<file path="config.mk">
export PLATFORM = sky130hd
export DESIGN_NAME = calendar_step_and_day_number_unit
export DESIGN_NICKNAME = d
export VERILOG_FILES = /design/src/design/csdn_pkg.sv /design/src/design/csdn_step.sv /design/src/design/csdn_daynum.sv /design/src/design/calendar_step_and_day_number_unit.sv
export SDC_FILE = /design/constraint.sdc
export NUM_CORES = 1
export LEC_CHECK = 0
export BUFFER_PORTS_ARGS = -buffer_cell sky130_fd_sc_hd__clkbuf_2
export CORE_MARGIN = 3
export CORE_UTILIZATION = 68
export CTS_CLUSTER_SIZE = 10
export DETAILED_ROUTE_END_ITERATION = 6
export PLACE_DENSITY_LB_ADDON = 0.2
export SETUP_SLACK_MARGIN = 0.5
export SLEW_MARGIN = 20
export SYNTH_ARGS = -nofsm -noshare
export SYNTH_HDL_FRONTEND = slang
export SYNTH_SLANG_ARGS = --single-unit
</file>
<file path="constraint.sdc">
create_clock -name clk -period 53.9 [get_ports clk]
set_clock_uncertainty 0.05 [all_clocks]
set_input_delay 8.085 -clock clk [delete_from_list [all_inputs] [get_ports clk]]
set_output_delay 8.085 -clock clk [all_outputs]
set_load 0.05 [all_outputs]
</file>
<file path="src/design/csdn_pkg.sv">
`timescale 1ns / 1ps

package csdn_pkg;

    // step modes
    localparam logic [3:0] MODE_NEXT_HOUR   = 4'd0;
    localparam logic [3:0] MODE_PREV_HOUR   = 4'd1;
    localparam logic [3:0] MODE_NEXT_DAY    = 4'd2;
    localparam logic [3:0] MODE_PREV_DAY    = 4'd3;
    localparam logic [3:0] MODE_NEXT_WEEK   = 4'd4;
    localparam logic [3:0] MODE_PREV_WEEK   = 4'd5;
    localparam logic [3:0] MODE_NEXT_MONTH  = 4'd6;
    localparam logic [3:0] MODE_PREV_MONTH  = 4'd7;
    localparam logic [3:0] MODE_NEXT_YEAR   = 4'd8;
    localparam logic [3:0] MODE_PREV_YEAR   = 4'd9;
    localparam logic [3:0] MODE_MONTH_START = 4'd10;

    localparam int YEAR_MIN = 1901;
    localparam int YEAR_MAX = 2099;

    // input date plus step mode
    typedef struct packed {
        logic [3:0]  mode;
        logic [11:0] year;
        logic [3:0]  month;
        logic [4:0]  day;
        logic [4:0]  hour;
    } date_in_t;

    // stepped date; year is kept wide so that 0 - 1 and 4095 + 1 stay exact
    typedef struct packed {
        logic signed [13:0] year;
        logic [3:0]         month;
        logic [4:0]         day;
        logic [4:0]         hour;
    } date_step_t;

    typedef struct packed {
        logic [11:0] year;
        logic [3:0]  month;
        logic [4:0]  day;
        logic [4:0]  hour;
        logic [16:0] day_number;
        logic [8:0]  day_of_year;
        logic        out_of_range;
    } date_out_t;

    function automatic logic [4:0] month_days(input logic [3:0] m, input logic leap);
        logic [4:0] r;
        case (m)
            4'd2:                       r = leap ? 5'd29 : 5'd28;
            4'd4, 4'd6, 4'd9, 4'd11:    r = 5'd30;
            default:                    r = 5'd31;
        endcase
        return r;
    endfunction

    // floor(275 * m / 9)
    function automatic logic [8:0] month_offset(input logic [3:0] m);
        logic [8:0] r;
        case (m)
            4'd1:    r = 9'd30;
            4'd2:    r = 9'd61;
            4'd3:    r = 9'd91;
            4'd4:    r = 9'd122;
            4'd5:    r = 9'd152;
            4'd6:    r = 9'd183;
            4'd7:    r = 9'd213;
            4'd8:    r = 9'd244;
            4'd9:    r = 9'd275;
            4'd10:   r = 9'd305;
            4'd11:   r = 9'd336;
            4'd12:   r = 9'd366;
            default: r = 9'd0;
        endcase
        return r;
    endfunction

endpackage

</file>
<file path="src/design/csdn_step.sv">
`timescale 1ns / 1ps

module csdn_step
(
    input  csdn_pkg::date_in_t   din,
    output csdn_pkg::date_step_t dout
);
    import csdn_pkg::*;

    logic [3:0]         m_c;
    logic [5:0]         d_c;
    logic [4:0]         h_c;
    logic signed [13:0] y_c;
    logic [11:0]        q25;
    logic [24:0]        prod;
    logic [16:0]        q25_x25;
    logic               div4;
    logic               div25;
    logic               div16;
    logic               leap;
    logic [5:0]         dim_cur;
    logic [5:0]         dim_prev;
    logic [3:0]         m_fwd;
    logic [3:0]         m_back;
    logic signed [13:0] y_fwd;
    logic signed [13:0] y_back;
    logic signed [13:0] y_s;
    logic [3:0]         m_s;
    logic [5:0]         d_s;
    logic [4:0]         h_s;

    // clamp odd codes
    assign m_c = (din.month == 4'd0) ? 4'd1 : ((din.month > 4'd12) ? 4'd12 : din.month);
    assign d_c = (din.day == 5'd0) ? 6'd1 : {1'b0, din.day};
    assign h_c = (din.hour > 5'd23) ? 5'd23 : din.hour;
    assign y_c = {2'b00, din.year};

    // leap test: year/25 by reciprocal (exact below 4096), century when /4 and /25
    assign prod    = {13'd0, din.year} * 25'd5243;
    assign q25     = {4'd0, prod[24:17]};
    assign q25_x25 = {5'd0, q25} * 17'd25;
    assign div25   = (q25_x25 == {5'd0, din.year});
    assign div4    = (din.year[1:0] == 2'b00);
    assign div16   = (din.year[3:0] == 4'b0000);
    assign leap    = div4 && (!div25 || div16);

    // a step back from January is the only one that needs a length in another year,
    // and December has no leap dependence, so the input year decides both lengths
    assign m_fwd    = (m_c == 4'd12) ? 4'd1 : m_c + 4'd1;
    assign y_fwd    = (m_c == 4'd12) ? y_c + 14'sd1 : y_c;
    assign m_back   = (m_c == 4'd1) ? 4'd12 : m_c - 4'd1;
    assign y_back   = (m_c == 4'd1) ? y_c - 14'sd1 : y_c;
    assign dim_cur  = {1'b0, month_days(m_c, leap)};
    assign dim_prev = {1'b0, month_days(m_back, leap)};

    always_comb
    begin
        y_s = y_c;
        m_s = m_c;
        d_s = d_c;
        h_s = h_c;
        case (din.mode)
            MODE_NEXT_HOUR:
            begin
                if (h_c == 5'd23)
                begin
                    h_s = 5'd0;
                    if (d_c + 6'd1 > dim_cur)
                    begin
                        d_s = 6'd1;
                        m_s = m_fwd;
                        y_s = y_fwd;
                    end
                    else
                    begin
                        d_s = d_c + 6'd1;
                    end
                end
                else
                begin
                    h_s = h_c + 5'd1;
                end
            end
            MODE_PREV_HOUR:
            begin
                if (h_c == 5'd0)
                begin
                    h_s = 5'd23;
                    if (d_c == 6'd1)
                    begin
                        d_s = dim_prev;
                        m_s = m_back;
                        y_s = y_back;
                    end
                    else
                    begin
                        d_s = d_c - 6'd1;
                    end
                end
                else
                begin
                    h_s = h_c - 5'd1;
                end
            end
            MODE_NEXT_DAY:
            begin
                if (d_c + 6'd1 > dim_cur)
                begin
                    d_s = 6'd1;
                    m_s = m_fwd;
                    y_s = y_fwd;
                end
                else
                begin
                    d_s = d_c + 6'd1;
                end
            end
            MODE_PREV_DAY:
            begin
                if (d_c == 6'd1)
                begin
                    d_s = dim_prev;
                    m_s = m_back;
                    y_s = y_back;
                end
                else
                begin
                    d_s = d_c - 6'd1;
                end
            end
            MODE_NEXT_WEEK:
            begin
                if (d_c + 6'd7 > dim_cur)
                begin
                    d_s = d_c + 6'd7 - dim_cur;
                    m_s = m_fwd;
                    y_s = y_fwd;
                end
                else
                begin
                    d_s = d_c + 6'd7;
                end
            end
            MODE_PREV_WEEK:
            begin
                if (d_c <= 6'd7)
                begin
                    d_s = d_c + dim_prev - 6'd7;
                    m_s = m_back;
                    y_s = y_back;
                end
                else
                begin
                    d_s = d_c - 6'd7;
                end
            end
            MODE_NEXT_MONTH:
            begin
                m_s = m_fwd;
                y_s = y_fwd;
            end
            MODE_PREV_MONTH:
            begin
                m_s = m_back;
                y_s = y_back;
            end
            MODE_NEXT_YEAR:
            begin
                y_s = y_c + 14'sd1;
            end
            MODE_PREV_YEAR:
            begin
                y_s = y_c - 14'sd1;
            end
            MODE_MONTH_START:
            begin
                if (!(d_c == 6'd1 && h_c == 5'd0))
                begin
                    m_s = m_fwd;
                    y_s = y_fwd;
                    d_s = 6'd1;
                    h_s = 5'd0;
                end
            end
            default:
            begin
                y_s = y_c;
            end
        endcase
    end

    assign dout.year  = y_s;
    assign dout.month = m_s;
    assign dout.day   = d_s[4:0];
    assign dout.hour  = h_s;

endmodule

</file>
<file path="src/design/csdn_daynum.sv">
`timescale 1ns / 1ps

module csdn_daynum
(
    input  csdn_pkg::date_step_t din,
    output csdn_pkg::date_out_t  dout
);
    import csdn_pkg::*;

    logic        oor;
    logic        past_feb;
    logic [8:0]  moff;
    logic [11:0] y12;
    logic [20:0] y367;
    logic [14:0] y7;
    logic [12:0] y7q;
    logic [20:0] dn_sum;
    logic [9:0]  doy_sum;
    logic [1:0]  doy_adj;

    assign oor      = (din.year < 14'(YEAR_MIN)) || (din.year > 14'(YEAR_MAX));
    assign past_feb = (din.month >= 4'd3);
    assign moff     = month_offset(din.month);
    assign y12      = din.year[11:0];

    // 367*y - floor(7*(y + [m>2]) / 4) + floor(275*m/9) + d - 694006
    assign y367   = {9'd0, y12} * 21'd367;
    assign y7     = ({3'd0, y12} + {14'd0, past_feb}) * 15'd7;
    assign y7q    = y7[14:2];
    assign dn_sum = y367 + {12'd0, moff} + {16'd0, din.day}
                  - {8'd0, y7q} - 21'd694006;

    // day of year: the year terms cancel but for one or two days after February
    assign doy_adj = past_feb ? ((din.year[1:0] == 2'b00) ? 2'd1 : 2'd2) : 2'd0;
    assign doy_sum = {1'b0, moff} + {5'd0, din.day} - 10'd30 - {8'd0, doy_adj};

    assign dout.year         = y12;
    assign dout.month        = din.month;
    assign dout.day          = din.day;
    assign dout.hour         = din.hour;
    assign dout.day_number   = oor ? 17'd0 : dn_sum[16:0];
    assign dout.day_of_year  = doy_sum[8:0];
    assign dout.out_of_range = oor;

endmodule

</file>
<file path="src/design/calendar_step_and_day_number_unit.sv">
`timescale 1ns / 1ps

// Channel   Dir  Bits  Contents
// s_axis    in   32+4  tdata: year, month, day, hour; tuser: step mode
// m_axis    out  56+1  tdata: year, month, day, hour, day number, day of year;
//                      tuser: out of range flag
//
// Two register stages: the input beat is captured, the date step and the
// day-number arithmetic run in one combinational pass, the result register
// holds the output beat. One beat per cycle is sustained while m_axis takes
// its beats. Reset clears only the two valid flags. A stall on m_axis freezes
// both stages; the input stage keeps taking beats while it has room.

module calendar_step_and_day_number_unit
(
    input  logic        clk,
    input  logic        rst_n,

    input  logic        s_axis_tvalid,
    output logic        s_axis_tready,
    // [11:0] year_in, [15:12] month_in, [20:16] day_in, [25:21] hour_in, [31:26] zero
    input  logic [31:0] s_axis_tdata,
    // [3:0] mode
    input  logic [3:0]  s_axis_tuser,

    output logic        m_axis_tvalid,
    input  logic        m_axis_tready,
    // [11:0] year_out, [15:12] month_out, [20:16] day_out, [25:21] hour_out,
    // [42:26] day_number, [51:43] day_of_year, [55:52] zero
    output logic [55:0] m_axis_tdata,
    // [0] out_of_range
    output logic [0:0]  m_axis_tuser
);
    import csdn_pkg::*;

    logic       in_vld_reg;
    logic       in_vld_next;
    date_in_t   in_reg;
    logic       out_vld_reg;
    logic       out_vld_next;
    date_out_t  out_reg;
    logic       advance;
    date_step_t stepped;
    date_out_t  result;

    // the result stage moves when it is empty or its beat is taken
    assign advance       = !out_vld_reg || m_axis_tready;
    assign s_axis_tready = !in_vld_reg || advance;
    assign in_vld_next   = s_axis_tready ? s_axis_tvalid : in_vld_reg;
    assign out_vld_next  = advance ? in_vld_reg : out_vld_reg;

    always_ff @(posedge clk or negedge rst_n)
    begin
        if (!rst_n)
        begin
            in_vld_reg  <= 1'b0;
            out_vld_reg <= 1'b0;
        end
        else
        begin
            in_vld_reg  <= in_vld_next;
            out_vld_reg <= out_vld_next;
        end
    end

    always_ff @(posedge clk)
    begin
        if (s_axis_tvalid && s_axis_tready)
        begin
            in_reg.mode  <= s_axis_tuser;
            in_reg.year  <= s_axis_tdata[11:0];
            in_reg.month <= s_axis_tdata[15:12];
            in_reg.day   <= s_axis_tdata[20:16];
            in_reg.hour  <= s_axis_tdata[25:21];
        end
        if (advance && in_vld_reg)
        begin
            out_reg <= result;
        end
    end

    // clamp and step the date
    csdn_step u_step
    (
        .din  (in_reg),
        .dout (stepped)
    );

    // day count since 1900 and day of year
    csdn_daynum u_daynum
    (
        .din  (stepped),
        .dout (result)
    );

    assign m_axis_tvalid = out_vld_reg;
    assign m_axis_tdata  = {4'd0, out_reg.day_of_year, out_reg.day_number, out_reg.hour,
                            out_reg.day, out_reg.month, out_reg.year};
    assign m_axis_tuser  = out_reg.out_of_range;

endmodule
</file>
==> results.cfg <==
[sta]
timing.setup.tns_ns = 0
slew_viol_final = 0
finalWorstPathRequiredPeriod_ns = 20.11
timing.slew.headroom = 0.291
finalSetupViolCount = 0
finalHoldViolations = 0
clock.fmax_mhz = 49.7
final_worst_path_cycle_share = 0.373
transition_time_at_the_pin_with_the_least_slew_margin_ns = 1.05
whs_ns = 0.451
rsz0062_at_grt = no

[floorplanning]
die_w_um = 150
core_region_area_um2 = 19900
die_y_um = 150
rows = 51
start_util = 0.706
area_of_the_die_um2 = 22400
io-pin-count = 99

[yosys]
synth_seq_area_share = 0.181
syn_area_um2 = 14000
post_synthesis_average_cell_area_um2 = 9.53
ys_warn_count = 0
synth_enable_flop_cells = 83
post_synth_inst_count = 1475
postSynth.topFlopCell = sky130_fd_sc_hd__edfxtp_1
synth.lib_cells_used.distinct = 87
ys_seq_elements = 85
ys_async_sr_fraction = 0.0235

[finish]
number_of_fill_cells_in_the_layout = 1415
n_antenna_cell = 0
area.sequential_um2 = 2540
multi_input_logic_area_um2 = 10200
final_cell_mix = sky130_fd_sc_hd__inv_1, sky130_fd_sc_hd__ha_1, sky130_fd_sc_hd__fa_1
largest_register_ffs = 52
final_net_count = 1980
areaGrowthSynthToFinish_pct = 6.80
leading_cell_type_in_the_layout_fill_and_taps_excluded = sky130_fd_sc_hd__inv_1
layout-drive-gt1-share = 0.0956
layout.cell_area.non_filler_um2 = 15000

[route]
detail-route-antenna-nets = 0
postRouteWirelength_um = 31600
drt_pass1_iterations = 5
post-route-drc-count = 0
wire_per_inst_um = 17.3
drt_first_iter_violations = 763
route.vias.total = 10597
via_per_inst = 5.81

[critical_path]
critPathKind = reg2reg
crit_required_ns = 54.03
timing.critical_path.from_type = flop
timing.critical_path.slowest_stage_cell = sky130_fd_sc_hd__edfxtp_1
r2r.worst_path.cells = 78
max_stage_delay_ns = 0.71
ff2ff_setup_slack_ns = 33.79
worst_r2r_end = m_axis_tdata[42]
crit-reg2reg-launch = in_reg[20]
critical_path_endpoint_category = flop
critPathMaxFanout = 14
crit_top_cell = sky130_fd_sc_hd__fa_1
worst-endpoint-arrival_ns = 20.24

[global_route]
antenna_found_initial = 0
global_route_wire_length_before_repair_um = 53400
grt.overflow.total = 0
globalRouteTotalUtil = 0.298
first_global_vias = 11088
grt_start_max_net_pins = 53

[hold_path]
hold_path_end = m_axis_tvalid
holdCritStartpoint = in_vld_reg
hold-path-cell-count = 1
worst_hold_path_type = reg2reg

[clock_tree]
total_of_cells_resized_after_clock_tree_synthesis = 0
root_buffer = sky130_fd_sc_hd__clkbuf_16
cts.hold.buffers_added = 0
postCtsSetupRepairBufs = 0
h-tree-depth = 3
clk-insertion-delay-late_ns = 0.36
clock_tree_from_tritoncts = built
number_of_buffers_inserted_during_clock_tree_synthesis = 9
cts_num_sinks = 85
cts.clk_slew.worst_paths_ns = 0.07
ctsLongestPathBuffers = 2

[placement]
port-buffer-count = 88
dpl.hpwl_um = 25700
place.gp.congestion = 0.925
post_dp_cell_area_um2 = 14700

[run]
cap_viol_max_count = 0

[outcome]
outcome = finished, final reports clean
[synthesized netlist by cell type, drive strengths merged, types with 18 or more instances]
cell type / number / share of area
xor2: 31 / 0.020
xnor2: 69 / 0.044
inv: 309 / 0.083
nand3: 32 / 0.012
edfxtp: 83 / 0.18
o21bai: 18 / 0.0096
ha: 256 / 0.23
a21oi: 61 / 0.022
nor2: 65 / 0.018
o21ai: 49 / 0.018
nand2: 83 / 0.023
buf: 19 / 0.0093
fa: 131 / 0.19
a21o: 35 / 0.019
[critical path, delay by kind of cell (launching register included)]
family / cells / cell delay, ns
fa+ha+maj: 23 / 9.25
compound gates: 25 / 5.35
simple gates: 14 / 2.78
xor+xnor: 4 / 0.91
buf+inv: 12 / 0.80
flops: 1 / 0.71
[through the flow]
| stage | setup WS, ns | utilization | instances |
|---|---|---|---|
| final | 33.79 | 0.754 | 1823 |
| after global routing | 32.53 | 0.754 | 1823 |
| after CTS | 33.91 | 0.753 | 1823 |
| after detailed placement | 34.04 | 0.739 | 1807 |
| after global placement | 34.37 | 0.739 | 1807 |
| after floorplan | 36.50 | - | 1478 |
[area by class of cell]
cell class,count,area share
tap,265,0.0221
multi-input combinational,1053,0.679
sequential,85,0.169
clock inverter,7,0.00384
clock buffer,9,0.0150
timing repair buffer,95,0.0329
inverter,309,0.0773
[worst max path at each step]
stage	slack [ns]	from	to	cells after the start
after detailed placement	34.04	in_reg[20]	m_axis_tdata[42]	77
after global routing	32.53	in_reg[20]	m_axis_tdata[42]	75
final	33.79	in_reg[20]	m_axis_tdata[42]	78
after CTS	33.91	in_reg[20]	m_axis_tdata[42]	78
after floorplan	36.50	in_reg[20]	m_axis_tdata[42]	75
after global placement	34.37	in_reg[20]	m_axis_tdata[42]	75
[cell families after synthesis]
logic type               after synthesis  share of synthesized area
XOR/XNOR                             102                     0.0666
AND/OR/NAND/NOR                      281                      0.102
AO/OA/AOI/OAI                        270                      0.134
buffers and inverters                340                     0.0950
multiplexers                           8                    0.00632
adder cells (fa/ha/maj)              388                      0.415
flip-flops                            85                      0.181
other                                  1                   0.000267
[routing by layer]
metal  global-route usage  wire (um)  vias to the layer above
li1                     -          -                     5088
met1                0.393      13400                     5102
met2                0.506      15300                      333
met3               0.0418       1840                       74
met4                0.103       1010                        0
met5                    0          0                        -
Power is not shown: default switching activity piles up to over one toggle a cycle in this logic, so the estimate is an artifact.
